--- src/grle_pkg.sv ---
// Shared types and constants for the grouped run-length encoder.
// Used by the front, queue and back modules and by the top level; no dependencies.
package grle_pkg;

  // A run is closed and restarted once it holds this many bytes.
  localparam logic [15:0] RUN_MAX = 16'hFFFF;

  localparam int QDEPTH = 4;
  localparam int QAW    = $clog2(QDEPTH);

  // Token slots of one queue entry, in emission order.
  localparam int NSLOTS = 6;
  localparam logic [2:0] SLOT_PEND_SYM  = 3'd0;
  localparam logic [2:0] SLOT_PEND_CNT  = 3'd1;
  localparam logic [2:0] SLOT_FLUSH_SYM = 3'd2;
  localparam logic [2:0] SLOT_FLUSH_CNT = 3'd3;
  localparam logic [2:0] SLOT_LAST_SYM  = 3'd4;
  localparam logic [2:0] SLOT_LAST_CNT  = 3'd5;

  typedef enum logic {
    KIND_SYMBOL = 1'b0,
    KIND_COUNT  = 1'b1
  } tok_kind_t;

  // Up to six tokens caused by one input byte; mask bit i marks slot i present.
  typedef struct packed {
    logic [NSLOTS-1:0] mask;
    logic [7:0]        pend_sym;
    logic [15:0]       pend_len;
    logic [7:0]        flush_sym;
    logic [15:0]       flush_len;
    logic [7:0]        last_sym;
    logic [15:0]       last_len;
  } grle_entry_t;

  typedef struct packed {
    logic full;
    logic empty;
  } grle_q_status_t;

endpackage

--- src/grouped_run_length_encoder.sv ---
// Top level of the grouped run-length encoder.
// Instantiates grle_front, grle_fifo and grle_back; depends on grle_pkg.
//
// The encoder takes one byte per word and emits typed tokens: a symbol token
// (out_tuser 0, byte in the low eight bits of out_tdata) or a count token
// (out_tuser 1, run length in out_tdata). Each closed run is held back until
// the run after it closes; consecutive runs of equal length share one count
// token that follows the last symbol of the group. A run that reaches 65535
// bytes is closed and a new run of the same symbol starts. The word carrying
// in_tlast ends the string: all remaining runs are flushed, the last count
// token carries out_tlast, and the next byte starts a fresh string. Bytes are
// taken at one per cycle as long as the four-entry token queue has room; a
// byte that extends a run and does not end the string produces no tokens and
// never occupies the queue. Tokens leave at one per cycle while out_tready is
// high; a run boundary yields up to two tokens and a final byte up to six. The
// queue lets the input keep flowing while those drain, and the output register
// lets a new byte enter while a finished token still waits for out_tready.
module grouped_run_length_encoder (
  input  logic        clk,
  input  logic        rst_n,
  // Input words.
  input  logic        in_tvalid,
  output logic        in_tready,
  input  logic [7:0]  in_tdata,   // [7:0] symbol
  input  logic        in_tlast,   // is_final
  // Output tokens.
  output logic        out_tvalid,
  input  logic        out_tready,
  output logic [15:0] out_tdata,  // [15:0] token_value
  output logic        out_tuser,  // [0] token_kind
  output logic        out_tlast   // end_of_output
);
  import grle_pkg::*;

  grle_entry_t    push_entry;
  grle_entry_t    head;
  grle_q_status_t q_status;
  logic           push_valid;
  logic           pop;

  // Front: run tracking and token planning, one byte per cycle while the queue has room.
  grle_front u_front (
    .clk        (clk),
    .rst_n      (rst_n),
    .in_tvalid  (in_tvalid),
    .in_tready  (in_tready),
    .in_tdata   (in_tdata),
    .in_tlast   (in_tlast),
    .q_status   (q_status),
    .push_valid (push_valid),
    .push_entry (push_entry)
  );

  // Queue of planned token groups.
  grle_fifo u_fifo (
    .clk        (clk),
    .rst_n      (rst_n),
    .push_valid (push_valid),
    .push_entry (push_entry),
    .pop        (pop),
    .head       (head),
    .status     (q_status)
  );

  // Back: token serializer and output register.
  grle_back u_back (
    .clk        (clk),
    .rst_n      (rst_n),
    .head       (head),
    .q_status   (q_status),
    .pop        (pop),
    .out_tvalid (out_tvalid),
    .out_tready (out_tready),
    .out_tdata  (out_tdata),
    .out_tuser  (out_tuser),
    .out_tlast  (out_tlast)
  );

endmodule

--- src/grle_front.sv ---
// Front part of the grouped run-length encoder: takes bytes, tracks the current
// and pending runs, and turns each byte that yields tokens into one queue entry.
// Depends on grle_pkg.
module grle_front (
  input  logic                     clk,
  input  logic                     rst_n,
  input  logic                     in_tvalid,
  output logic                     in_tready,
  input  logic [7:0]               in_tdata,
  input  logic                     in_tlast,
  input  grle_pkg::grle_q_status_t q_status,
  output logic                     push_valid,
  output grle_pkg::grle_entry_t    push_entry
);
  import grle_pkg::*;

  logic        run_active_r, run_active_nxt;
  logic [7:0]  run_symbol_r, run_symbol_nxt;
  logic [15:0] run_length_r, run_length_nxt;
  logic        pend_valid_r, pend_valid_nxt;
  logic [7:0]  pend_symbol_r, pend_symbol_nxt;
  logic [15:0] pend_length_r, pend_length_nxt;

  logic        accept;
  logic        extend;
  logic        p_v1;
  logic [7:0]  p_sym1;
  logic [15:0] p_len1;
  logic [7:0]  r_sym1;
  logic [15:0] r_len1;

  assign in_tready = !q_status.full;
  assign accept    = in_tvalid && in_tready;

  always_comb begin
    extend = run_active_r && (in_tdata == run_symbol_r) && (run_length_r < RUN_MAX);

    // Effect of the byte itself: extend the run, or close it and start anew.
    p_v1   = pend_valid_r;
    p_sym1 = pend_symbol_r;
    p_len1 = pend_length_r;
    if (extend) begin
      r_sym1 = run_symbol_r;
      r_len1 = run_length_r + 16'd1;
    end else begin
      r_sym1 = in_tdata;
      r_len1 = 16'd1;
      if (run_active_r) begin
        p_v1   = 1'b1;
        p_sym1 = run_symbol_r;
        p_len1 = run_length_r;
      end
    end

    push_entry                      = '0;
    push_entry.pend_sym             = pend_symbol_r;
    push_entry.pend_len             = pend_length_r;
    push_entry.mask[SLOT_PEND_SYM]  = run_active_r && !extend && pend_valid_r;
    push_entry.mask[SLOT_PEND_CNT]  = run_active_r && !extend && pend_valid_r &&
                                      (pend_length_r != run_length_r);
    // Final byte: flush the pending run, then the run the byte belongs to.
    push_entry.flush_sym            = p_sym1;
    push_entry.flush_len            = p_len1;
    push_entry.mask[SLOT_FLUSH_SYM] = in_tlast && p_v1;
    push_entry.mask[SLOT_FLUSH_CNT] = in_tlast && p_v1 && (p_len1 != r_len1);
    push_entry.last_sym             = r_sym1;
    push_entry.last_len             = r_len1;
    push_entry.mask[SLOT_LAST_SYM]  = in_tlast;
    push_entry.mask[SLOT_LAST_CNT]  = in_tlast;

    push_valid = accept && (|push_entry.mask);

    if (in_tlast) begin
      run_active_nxt  = 1'b0;
      run_symbol_nxt  = '0;
      run_length_nxt  = '0;
      pend_valid_nxt  = 1'b0;
      pend_symbol_nxt = '0;
      pend_length_nxt = '0;
    end else begin
      run_active_nxt  = 1'b1;
      run_symbol_nxt  = r_sym1;
      run_length_nxt  = r_len1;
      pend_valid_nxt  = p_v1;
      pend_symbol_nxt = p_sym1;
      pend_length_nxt = p_len1;
    end
  end

  always_ff @(posedge clk) begin
    if (!rst_n) begin
      run_active_r  <= 1'b0;
      run_symbol_r  <= '0;
      run_length_r  <= '0;
      pend_valid_r  <= 1'b0;
      pend_symbol_r <= '0;
      pend_length_r <= '0;
    end else if (accept) begin
      run_active_r  <= run_active_nxt;
      run_symbol_r  <= run_symbol_nxt;
      run_length_r  <= run_length_nxt;
      pend_valid_r  <= pend_valid_nxt;
      pend_symbol_r <= pend_symbol_nxt;
      pend_length_r <= pend_length_nxt;
    end
  end

endmodule

--- src/grle_fifo.sv ---
// Short entry queue between the front and back parts of the encoder.
// Depends on grle_pkg.
module grle_fifo (
  input  logic                     clk,
  input  logic                     rst_n,
  input  logic                     push_valid,
  input  grle_pkg::grle_entry_t    push_entry,
  input  logic                     pop,
  output grle_pkg::grle_entry_t    head,
  output grle_pkg::grle_q_status_t status
);
  import grle_pkg::*;

  grle_entry_t    slots_r [QDEPTH];
  logic [QAW-1:0] wr_ptr_r, wr_ptr_nxt;
  logic [QAW-1:0] rd_ptr_r, rd_ptr_nxt;
  logic [QAW:0]   count_r, count_nxt;

  assign head         = slots_r[rd_ptr_r];
  assign status.full  = (count_r == (QAW+1)'(QDEPTH));
  assign status.empty = (count_r == '0);

  always_comb begin
    wr_ptr_nxt = push_valid ? wr_ptr_r + QAW'(1) : wr_ptr_r;
    rd_ptr_nxt = pop ? rd_ptr_r + QAW'(1) : rd_ptr_r;
    count_nxt  = count_r + (QAW+1)'(push_valid) - (QAW+1)'(pop);
  end

  always_ff @(posedge clk) begin
    if (!rst_n) begin
      wr_ptr_r <= '0;
      rd_ptr_r <= '0;
      count_r  <= '0;
    end else begin
      wr_ptr_r <= wr_ptr_nxt;
      rd_ptr_r <= rd_ptr_nxt;
      count_r  <= count_nxt;
    end
  end

  always_ff @(posedge clk) begin
    if (push_valid) begin
      slots_r[wr_ptr_r] <= push_entry;
    end
  end

endmodule

--- src/grle_back.sv ---
// Back part of the encoder: walks the token slots of the head queue entry and
// sends one token per cycle, as out_tready allows, through a registered output stage.
// Depends on grle_pkg.
module grle_back (
  input  logic                     clk,
  input  logic                     rst_n,
  input  grle_pkg::grle_entry_t    head,
  input  grle_pkg::grle_q_status_t q_status,
  output logic                     pop,
  output logic                     out_tvalid,
  input  logic                     out_tready,
  output logic [15:0]              out_tdata,
  output logic                     out_tuser,
  output logic                     out_tlast
);
  import grle_pkg::*;

  logic [NSLOTS-1:0] done_r, done_nxt;
  logic              out_valid_r, out_valid_nxt;
  logic [15:0]       out_data_r;
  tok_kind_t         out_kind_r;
  logic              out_last_r;

  logic [NSLOTS-1:0] remain;
  logic [NSLOTS-1:0] pick;
  logic [2:0]        sel;
  logic              found;
  logic              load;
  logic              last_tok;
  logic [15:0]       tok_value;
  tok_kind_t         tok_kind;

  always_comb begin
    remain = q_status.empty ? '0 : (head.mask & ~done_r);
    pick   = '0;
    sel    = SLOT_PEND_SYM;
    found  = 1'b0;
    for (int i = 0; i < NSLOTS; i++) begin
      if (remain[i] && !found) begin
        found   = 1'b1;
        pick[i] = 1'b1;
        sel     = 3'(i);
      end
    end

    load     = found && (!out_valid_r || out_tready);
    last_tok = ((remain & ~pick) == '0);
    pop      = load && last_tok;

    if (pop) begin
      done_nxt = '0;
    end else if (load) begin
      done_nxt = done_r | pick;
    end else begin
      done_nxt = done_r;
    end

    if (load) begin
      out_valid_nxt = 1'b1;
    end else if (out_tready) begin
      out_valid_nxt = 1'b0;
    end else begin
      out_valid_nxt = out_valid_r;
    end

    case (sel)
      SLOT_PEND_SYM: begin
        tok_kind  = KIND_SYMBOL;
        tok_value = {8'd0, head.pend_sym};
      end
      SLOT_PEND_CNT: begin
        tok_kind  = KIND_COUNT;
        tok_value = head.pend_len;
      end
      SLOT_FLUSH_SYM: begin
        tok_kind  = KIND_SYMBOL;
        tok_value = {8'd0, head.flush_sym};
      end
      SLOT_FLUSH_CNT: begin
        tok_kind  = KIND_COUNT;
        tok_value = head.flush_len;
      end
      SLOT_LAST_SYM: begin
        tok_kind  = KIND_SYMBOL;
        tok_value = {8'd0, head.last_sym};
      end
      SLOT_LAST_CNT: begin
        tok_kind  = KIND_COUNT;
        tok_value = head.last_len;
      end
      default: begin
        tok_kind  = KIND_SYMBOL;
        tok_value = '0;
      end
    endcase
  end

  always_ff @(posedge clk) begin
    if (!rst_n) begin
      done_r      <= '0;
      out_valid_r <= 1'b0;
    end else begin
      done_r      <= done_nxt;
      out_valid_r <= out_valid_nxt;
    end
  end

  always_ff @(posedge clk) begin
    if (load) begin
      out_data_r <= tok_value;
      out_kind_r <= tok_kind;
      out_last_r <= (sel == SLOT_LAST_CNT);
    end
  end

  assign out_tvalid = out_valid_r;
  assign out_tdata  = out_data_r;
  assign out_tuser  = out_kind_r;
  assign out_tlast  = out_last_r;

endmodule

--- config.mk ---
export PLATFORM = sky130hd
export DESIGN_NAME = grouped_run_length_encoder
export DESIGN_NICKNAME = d
export VERILOG_FILES = /design/src/grle_pkg.sv /design/src/grouped_run_length_encoder.sv /design/src/grle_front.sv /design/src/grle_fifo.sv /design/src/grle_back.sv
export SDC_FILE = /design/constraint.sdc
export NUM_CORES = 1
export LEC_CHECK = 0
export ABC_AREA = 1
export BUFFER_PORTS_ARGS = -buffer_cell sky130_fd_sc_hd__clkbuf_2
export CAP_MARGIN = 20
export CORE_ASPECT_RATIO = 0.5
export CORE_UTILIZATION = 60
export CTS_BUF_LIST = sky130_fd_sc_hd__clkbuf_4
export DETAILED_ROUTE_END_ITERATION = 10
export PLACE_DENSITY = 0.84
export SETUP_SLACK_MARGIN = 0.4
export SYNTH_ARGS = -nofsm -noshare
export SYNTH_HDL_FRONTEND = slang
export SYNTH_SLANG_ARGS = --single-unit
--- constraint.sdc ---
create_clock -name clk -period 5.95 [get_ports clk]
set_clock_uncertainty 0.05 [all_clocks]
set_input_delay 0.2975 -clock clk [delete_from_list [all_inputs] [get_ports clk]]
set_output_delay 0.2975 -clock clk [all_outputs]
set_load 0.05 [all_outputs]
---- After elaboration in Yosys (flattened, before gate mapping) ----
Memories as Yosys holds them, arrays and structs flattened. A register that Yosys moved wholly into a read port is not among the register bits.
Index checks and enable logic that the tools add are counted.
operators by class
  add/subtract/negate cells ............... 5
  multiplexer cells ....................... 39
  multiply operators ...................... 0
  bitwise gates (word level) .............. 6
  equal/unequal tests ..................... 9
  div/mod/pow operators ................... 0
  magnitude comparators ................... 1
  reductions and logical operators ........ 32
  shifts and indexed selects .............. 0
operator list
  kind                                                              number
  16-bit case mux with 6 select lines                               1
  16-bit 2-to-1 mux                                                 5
  8-bit 2-to-1 mux                                                  5
  16-bit inequality test                                            2
  1-bit 2-to-1 mux                                                  21
  16-bit by 1-bit adder with 16-bit output (second input constant)  1
  1-bit logical AND                                                 16
  16-bit < comparator (second input constant)                       1
  6-bit bitwise AND                                                 2
  6-bit NOT                                                         2
  3-bit == test (second input constant)                             3
  8-bit == test                                                     1
  1-bit logical NOT                                                 8
  2-bit 2-to-1 mux                                                  4
  3-bit by 2-bit == test with 1-bit output (second input constant)  2
  3-bit logical NOT                                                 2
  6-bit logical NOT                                                 1
  3-bit 2-to-1 mux                                                  2
  6-bit 2-to-1 mux                                                  1
  6-bit bitwise OR                                                  1
  5-bit OR reduction                                                1
  2-bit by 1-bit adder with 2-bit output (second input constant)    2
  3-bit by 1-bit adder with 3-bit output                            1
  3-bit by 1-bit == test with 1-bit output (second input constant)  1
  other kinds (6)                                                   6
word-level totals
  memories kept ........................... 1
  input bits .............................. 13
  bits in read-only memories .............. 0
  register bits after elaboration ......... 82
  output and inout port bits .............. 20
  latch bits .............................. 0
  bits in writable memories ............... 312
memories
  memory          depth  bits a word  rd ports  clocked after Yosys merged registers in  write ports  line             RTL
  u_fifo.slots_r  4      78           1         1                                        1            grle_fifo.sv:14  grle_entry_t slots_r [QDEPTH];

---- Depth between registers and ports, before layout ----
Gate-level depths: netlist (run 1).
  word-level depth ........................ 25
  mapped depth ............................ 22
  depth with buffers taken out ............ 21

---- Cells and area by module ----
From an unflattened synthesis (run 1), not the netlist that was laid out.
unflattened totals
  cell total of the unflattened synthesis .. 1828
  area total of the unflattened synthesis .. 18127.4 um2
by module, submodules not included
  module      cells each  instances  area an instance (um2)
  grle_fifo   965         1          12738.5
  grle_front  655         1          3786.1
  grle_back   208         1          1602.8

---- Least setup slack after synthesis (run 1) ----
No wires, ideal clock.
  path kind ............................... register -> register
  start point ............................. reg u_front.run_length_r[0]
  end point ............................... mem u_fifo.slots_r[0][0] (netlist name), enable pin
  stages on the path, launching flop included .. 13
  library setup time ...................... 0.513 ns
  path buffers ............................ 1
  arrival time ............................ 4.915 ns
  data required time ...................... 5.387 ns
  setup slack ............................. 0.472 ns
  clock period less this slack ............ 5.478 ns
  path through ............................ dfxtp_1 ha_1 nand2_1 inv_1 nand2_4 nor2_4 nand2_2 buf_6 nand3_4 nand2_4 nor2_4 o211ai_4 nor2_1
RTL lines
  what                      line               RTL
  start: declaration        grle_front.sv:19   logic [15:0] run_length_r, run_length_nxt;
  start signal: assignment  grle_front.sv:101  run_length_r <= run_length_nxt;
  end: declaration          grle_fifo.sv:14

==> results.ini, run 1 <==
[sta]
finalWorstSetupSlack_ns = 1.96
relSlewSlack_pct = 21.7
report.final.slew_viol_count = 0
fin_crit_sh_pct = 67.1
finalSetupViolations = 0
tns_ns = 0
fin_crit_ns = 3.99
clock.fmax_ghz = 0.251
hold_viol_final = 0
tightestPinTransition_ns = 1.17
rsz0062_at_grt = no

[clock_network]
insertion_delay_ns = 0.73
cts_max_level = 3
cts_resized = 0
post_cts_buffers = 0
numCtsBuffers = 84
cts_tree = done
cts_sinks = 392
path_clk_slew_ns = 0.07
cts-root-buf = clkbuf_4
clockBufferDepth = 3

[power]
peakVddDrop_uv = 318
power.leakage_nw = 7.03
intPower_w = 0.00514
p_seq_share_pct = 41.2
total_power_w = 0.00826
swShare_pct = 37.8
power_frac_comb_pct = 32.6
p_per_area_mw_per_mm2 = 438
switchingPower_w = 0.00312
clkPwrFrac_pct = 26.2

[drt]
ant_nets = 0
drtIter0Drc = 1772
dr_total_vias = 12600
routed_wl_um = 40400
first_pass_iters = 6
vias_per_cell = 5.81
drc = 0
wire_per_inst_um = 18.6

[die]
die-height_um = 122
die_w_um = 241
dieArea_mm2 = 0.0293
rows = 43
core_mm2 = 0.0279
io_pins = 33
initial_core_util_pct = 61.5

[global_routing]
grt_overflow_total = 0
grt_pass1_vias = 11700
grt_max_degree = 98
grt_pass1_wl_um = 62800
grt_use_total_pct = 28.2
antenna_found_initial = 1

[yosys]
syn_area_per_cell_um2 = 10.3
ys_ff_latch = 392
synthesis.area_mm2 = 0.0172
ys_warn_count = 0
synthCells = 1665
seq_area_frac_synth_pct = 64.8
synth.net_count = 1686
ys_types = 49

[placement]
numPortBuffers = 32
dpl.hpwl_um = 23700
finalWeightedCongestion = 0.936
pre_cts_ws_ns = 2.08

[hold_path]
hold_depth = 2
hold_class = primary input to flip-flop

[setup_path]
worstRegToRegCells = 12
required_ns = 6.26
end_kind = flip-flop
worstSetupPathType = flip-flop to flip-flop
cp-start-kind = flip-flop
crit_arrival_ns = 4.30
worstPathMaxFanout = 51

[final_layout]
layout-drive-gt1-share_pct = 15.0
nets = 1742
area_growth_syn_to_layout_pct = 9.88

[flow_run]
max_cap_violations = 0

[status]
outcome = complete, no violations

layer usage:
metal,routed length (um),GRT usage (%)
met2,18000,42.8
met3,4280,4.55
met4,1170,11.3
met5,0,0
met1,17000,41.0
cell type report:
cell class              count  area (um2)
multi-input cells        1060        5170
well taps                 382         478
repair buffers             63         468
clock inverters            19         150
inverters                 120         453
diodes                      1        2.50
flip-flops and latches    392       11100
clock buffers             134        1010
fillers                  1993        9020
state kept, by name, indices dropped and copies added (netlist names), named ones only:
signal and cells:
u_back.done_r 6, u_back.out_tdata 16, u_back.out_tlast 1, u_back.out_tuser 1
u_back.out_tvalid 1, u_fifo.count_r 3, u_fifo.rd_ptr_r 2, u_fifo.slots_r 308
u_fifo.wr_ptr_r 2, u_front.pend_length_r 16, u_front.pend_symbol_r 8, u_front.pend_valid_r 1
u_front.run_active_r 1, u_front.run_length_r 16, u_front.run_symbol_r 8
metrics by stage:
step | std cells | utilization, % | hold WS (ns) | area, um2
after floorplan | 1665 | - | 0.346 | 17200
after CTS | 2169 | 67.5 | 0.309 | 18800
after global placement | 2004 | 62.9 | 0.387 | 17500
after detailed placement | 2004 | 62.9 | 0.396 | 17500
final | 2171 | 67.6 | 0.357 | 18800
after global routing | 2171 | 67.6 | 0.346 | 18800
path summary, 6_finish.rpt:
kind	startpoint	endpoint	slack, ns
max	u_front.run_length_r[0]$_SDFFE_PN0P_	u_fifo.slots_r[0][49]$_DFFE_PP_	1.96
min	in_tdata[7]	u_fifo.slots_r[2][23]$_DFFE_PP_	0.36
max reg2reg	u_front.run_length_r[0]$_SDFFE_PN0P_	u_fifo.slots_r[0][49]$_DFFE_PP_	1.96
min reg2reg	u_back.done_r[2]$_SDFFE_PP0P_	u_back.done_r[2]$_SDFFE_PP0P_	0.40
Yosys cell counts (all sizes together):
cell,instances,area [um2]
a31oi,1,6.26
and3,3,18.8
nor3,4,30.0
nor4,3,18.8
ha,7,87.6
o22ai,41,257
nand4,22,188
nand3,108,583
o211ai,1,21.3
a41oi,1,8.76
dfxtp,66,1320
or2,4,25.0
edfxtp,326,9790
a32oi,1,8.76
xor2,15,131
o21ai,129,653
a21oi,112,568
clkbuf,62,234
clkinv,4,16.3
a221o,7,70.1
inv,116,435
nand2,393,1550
a221oi,1,8.76
fa,1,20.0
buf,31,223
mux2,1,11.3
nor2,199,816
xnor2,6,52.6
critical path: stages, from the launching register on:
cell and delay (ns):
dfxtp_1 0.44, ha_1 0.21, nand2_1 0.07, inv_1 0.14, nand2_4 0.09, nor2_4 0.10
nand2_2 0.36, nand3_4 0.31, nand2_4 0.23, nor2_4 0.24, o211ai_4 0.20, nor2_4 0.76
buf_12 0.38
cells in the final DEF (no fill, tap or decap), types with 8 or more instances in the layout:
master,netlist,layout
dlygate4sd3_1,0,12
clkbuf_2,1,32
nand3_1,104,104
xor2_1,15,15
buf_4,3,16
nand2_1,367,366
clkbuf_4,0,134
nand4_2,8,8
nor2_4,4,9
inv_1,109,109
o21ai_0,117,117
clkinv_1,3,18
dfxtp_1,66,63
nor2_2,9,9
edfxtp_1,326,326
o21ai_1,10,10
nand2_2,24,25
nor2_1,185,180
a21oi_1,110,110
nand4_1,14,14
o22ai_1,41,41
power groups by stage:
stage | Sequential (W) | Combinational [W] | Clock [W]
6_report | 0.00340 | 0.00270 | 0.00216
2_1_floorplan | 0.00364 | 0.00162 | 0
5_1_grt | 0.00342 | 0.00293 | 0.00231
3_5_place_dp | 0.00347 | 0.00260 | 0
4_1_cts | 0.00341 | 0.00262 | 0.00218
3_3_place_gp | 0.00346 | 0.00254 | 0
cells by family after synthesis:
group	synth area share (%)
fa+ha+maj	0.627
buf+inv	5.30
flops	64.8
compound gates	9.34
simple gates	18.8
mux	0.0656
xor+xnor	1.07
what timing repair did:
item / in CTS / in global routing
setup endpoints to repair: 0 / 0
hold buffers: 12 / 0
endpoints found under the hold margin: 64 / 0
(Power assumes the default switching activity.)
==> run 2, diff against run 1 <==
- clock period: 5.95 -> 3.7 ns (I/O delays scaled with it)
==> run 2 against run 1 <==
Compared with the run above:
- fmax increased by 29%
- core utilization is 0.43 points higher
- critical path depth stayed put
- sequential share of layout area shrank 0.33 points
- register-to-register slack got worse by 1.4 ns
- combinational power is 68% higher
- sequential cell count unchanged
- global-route usage increased by 0.78 points
- power increased by 62%
- highest routed layer unchanged
- count of clock-buffer cells in the layout up 7
- first-iteration DRC count is 7.1% higher
- hold slack got worse by 0.17 ns
==> results.ini, run 2 (synthesis results as in run 1) <==
[clock_network]
path_clk_slew_ns = 0.08
cts-root-buf = clkbuf_4
cts_sinks = 392
insertion_delay_ns = 0.75
numCtsBuffers = 85
cts_max_level = 3
cts_resized = 0
cts_tree = done
clockBufferDepth = 3

[drt]
dr_total_vias = 12700
drc = 0
vias_per_cell = 5.82
wire_per_inst_um = 19.0
first_pass_iters = 8
routed_wl_um = 41400
ant_nets = 0
drtIter0Drc = 1897

[sta]
fin_crit_ns = 3.10
finalSetupViolations = 0
tns_ns = 0
finalWorstSetupSlack_ns = 0.604
clock.fmax_ghz = 0.323
hold_viol_final = 0
report.final.slew_viol_count = 0
tightestPinTransition_ns = 1.02
fin_crit_sh_pct = 83.7
rsz0062_at_grt = no
relSlewSlack_pct = 31.9

[final_layout]
regMostFlops = u_fifo.slots_r
fillers = 2024
layout-drive-gt1-share_pct = 16.1
final_cells = 2182
largest_reg_flops = 308
mostFrequentLayoutCells = nand2_1, edfxtp_1, nor2_1
area_growth_syn_to_layout_pct = 10.6
nets = 1753
final_common_cell = nand2_1

[setup_path]
r2r-start = u_front.run_length_r[10]$_SDFFE_PN0P_
worstSetupPathType = flip-flop to flip-flop
required_ns = 4.02
worstRegToRegCells = 12
crit_start = u_front.run_length_r[10]$_SDFFE_PN0P_
endpoint = u_fifo.slots_r[0][39]$_DFFE_PP_
worst-r2r-setup-slack_ns = 0.60
end_kind = flip-flop
cp.depth = 12
crit_arrival_ns = 3.42
cp_cell_sequence = nand2_1 -> inv_1 -> nand3_1 -> nor2_2 -> nand2_2 -> nand3_4 -> nand2_4 -> nor2_4 -> o211ai_4 -> buf_4 -> nor2_4 -> buf_4
path_delay_family = simple AND/OR/NAND/NOR gates
critPathSlowestCell = buf_4
worstPathMaxFanout = 25
slowest_delay_ns = 0.49
r2r-end = u_fifo.slots_r[0][39]$_DFFE_PP_
cp_num_buf_inv = 3
cp-start-kind = flip-flop

[global_routing]
grt_max_degree = 103
antenna_found_initial = 2
grt_pass1_wl_um = 64000
grt_pass1_vias = 11800
grt_overflow_total = 0
grt_use_total_pct = 29.0

[die]
initial_core_util_pct = 61.5
io_pins = 33
die-height_um = 122
dieArea_mm2 = 0.0293
die_w_um = 241
core_mm2 = 0.0279
rows = 43

[placement]
dpl.hpwl_um = 24700
pre_cts_ws_ns = 0.661
finalWeightedCongestion = 0.915
numPortBuffers = 32
placedCellCount = 2012

[power]
peakVddDrop_uv = 385
p_per_area_mw_per_mm2 = 707
power.leakage_nw = 7.09

[flow_run]
max_cap_violations = 0

[hold_path]
hold_class = primary input to flip-flop

[status]
outcome = complete, no violations

## run 2: changes by cell type in the layout (fill, tap and decap cells not counted), moves of 2 or more
cell | before | now
bufinv_16 | 3 | 1
buf_4 | 16 | 21
dfxtp_1 | 63 | 61
dfxtp_4 | 1 | 3
inv_2 | 7 | 11
clkbuf_4 | 134 | 141
clkinv_1 | 18 | 11
buf_12 | 2 | 7
## run 2: through the flow
stage	hold slack [ns]	cell area [um2]	power, W	utilization, %
floorplan	0.234	17200	0.00846	-
global placement	0.390	17700	0.00979	63.4
detailed placement	0.403	17700	0.00993	63.4
CTS	0.153	18900	0.0133	67.9
global route	0.183	19000	0.0141	68.1
finish	0.190	19000	0.0134	68.1
## run 2: report_power, final
group	internal, W	switching [W]	total (W)
clock network	0.00178	0.00164	0.00342
registers	0.00528	0.000167	0.00545
logic	0.00112	0.00342	0.00454
## run 2: how the worst min path moves through the flow
| stage | startpoint | end | depth (start not counted) |
|---|---|---|---|
| final | in_tdata[5] | u_fifo.slots_r[2][21]$_DFFE_PP_ | 2 |
| after global routing | in_tdata[5] | u_fifo.slots_r[2][21]$_DFFE_PP_ | 2 |
| after CTS | in_tdata[5] | u_fifo.slots_r[2][21]$_DFFE_PP_ | 2 |
| after detailed placement | u_back.done_r[0]$_SDFFE_PP0P_ | u_back.done_r[0]$_SDFFE_PP0P_ | 2 |
| after global placement | u_back.done_r[2]$_SDFFE_PP0P_ | u_back.done_r[2]$_SDFFE_PP0P_ | 2 |
| after floorplan | in_tlast | u_fifo.slots_r[0][76]$_DFFE_PP_ | 0 |
## run 2: worst register-to-register path: cells and delay by family (launching register included)
family	cells	cell delay, ns
AOI/OAI and AO/OA	1	0.12
buffers and inverters	3	0.79
DFF	1	0.45
and+or+nand+nor	8	1.30
## run 2: timing repair
item                                   4_1_cts  5_1_grt
hold buffers                                13        0
endpoints found under the hold margin       83        0
setup endpoints to repair                    0        1
setup buffers                                0        1
## run 2: layout make-up
class	instances	area, um2	share of cell area, %
Tap cell	382	478	2.52
Antenna cell	1	2.50	0.0132
Timing Repair Buffer	73	588	3.10
Clock inverter	13	75.1	0.396
Sequential cell	392	11100	58.7
Multi-Input combinational cell	1060	5190	27.3
Clock buffer	141	1060	5.58
Inverter	120	454	2.39
## run 2: layer usage
layer  vias to the layer above  global-route usage [%]  part of all wire, %
met2                       748                    43.2                   45
li1                       5905                       -                    -
met3                        82                    6.16                   12
met1                      5966                    42.5                   41
met5                         -                       0                    0
met4                         0                    9.85                  2.1
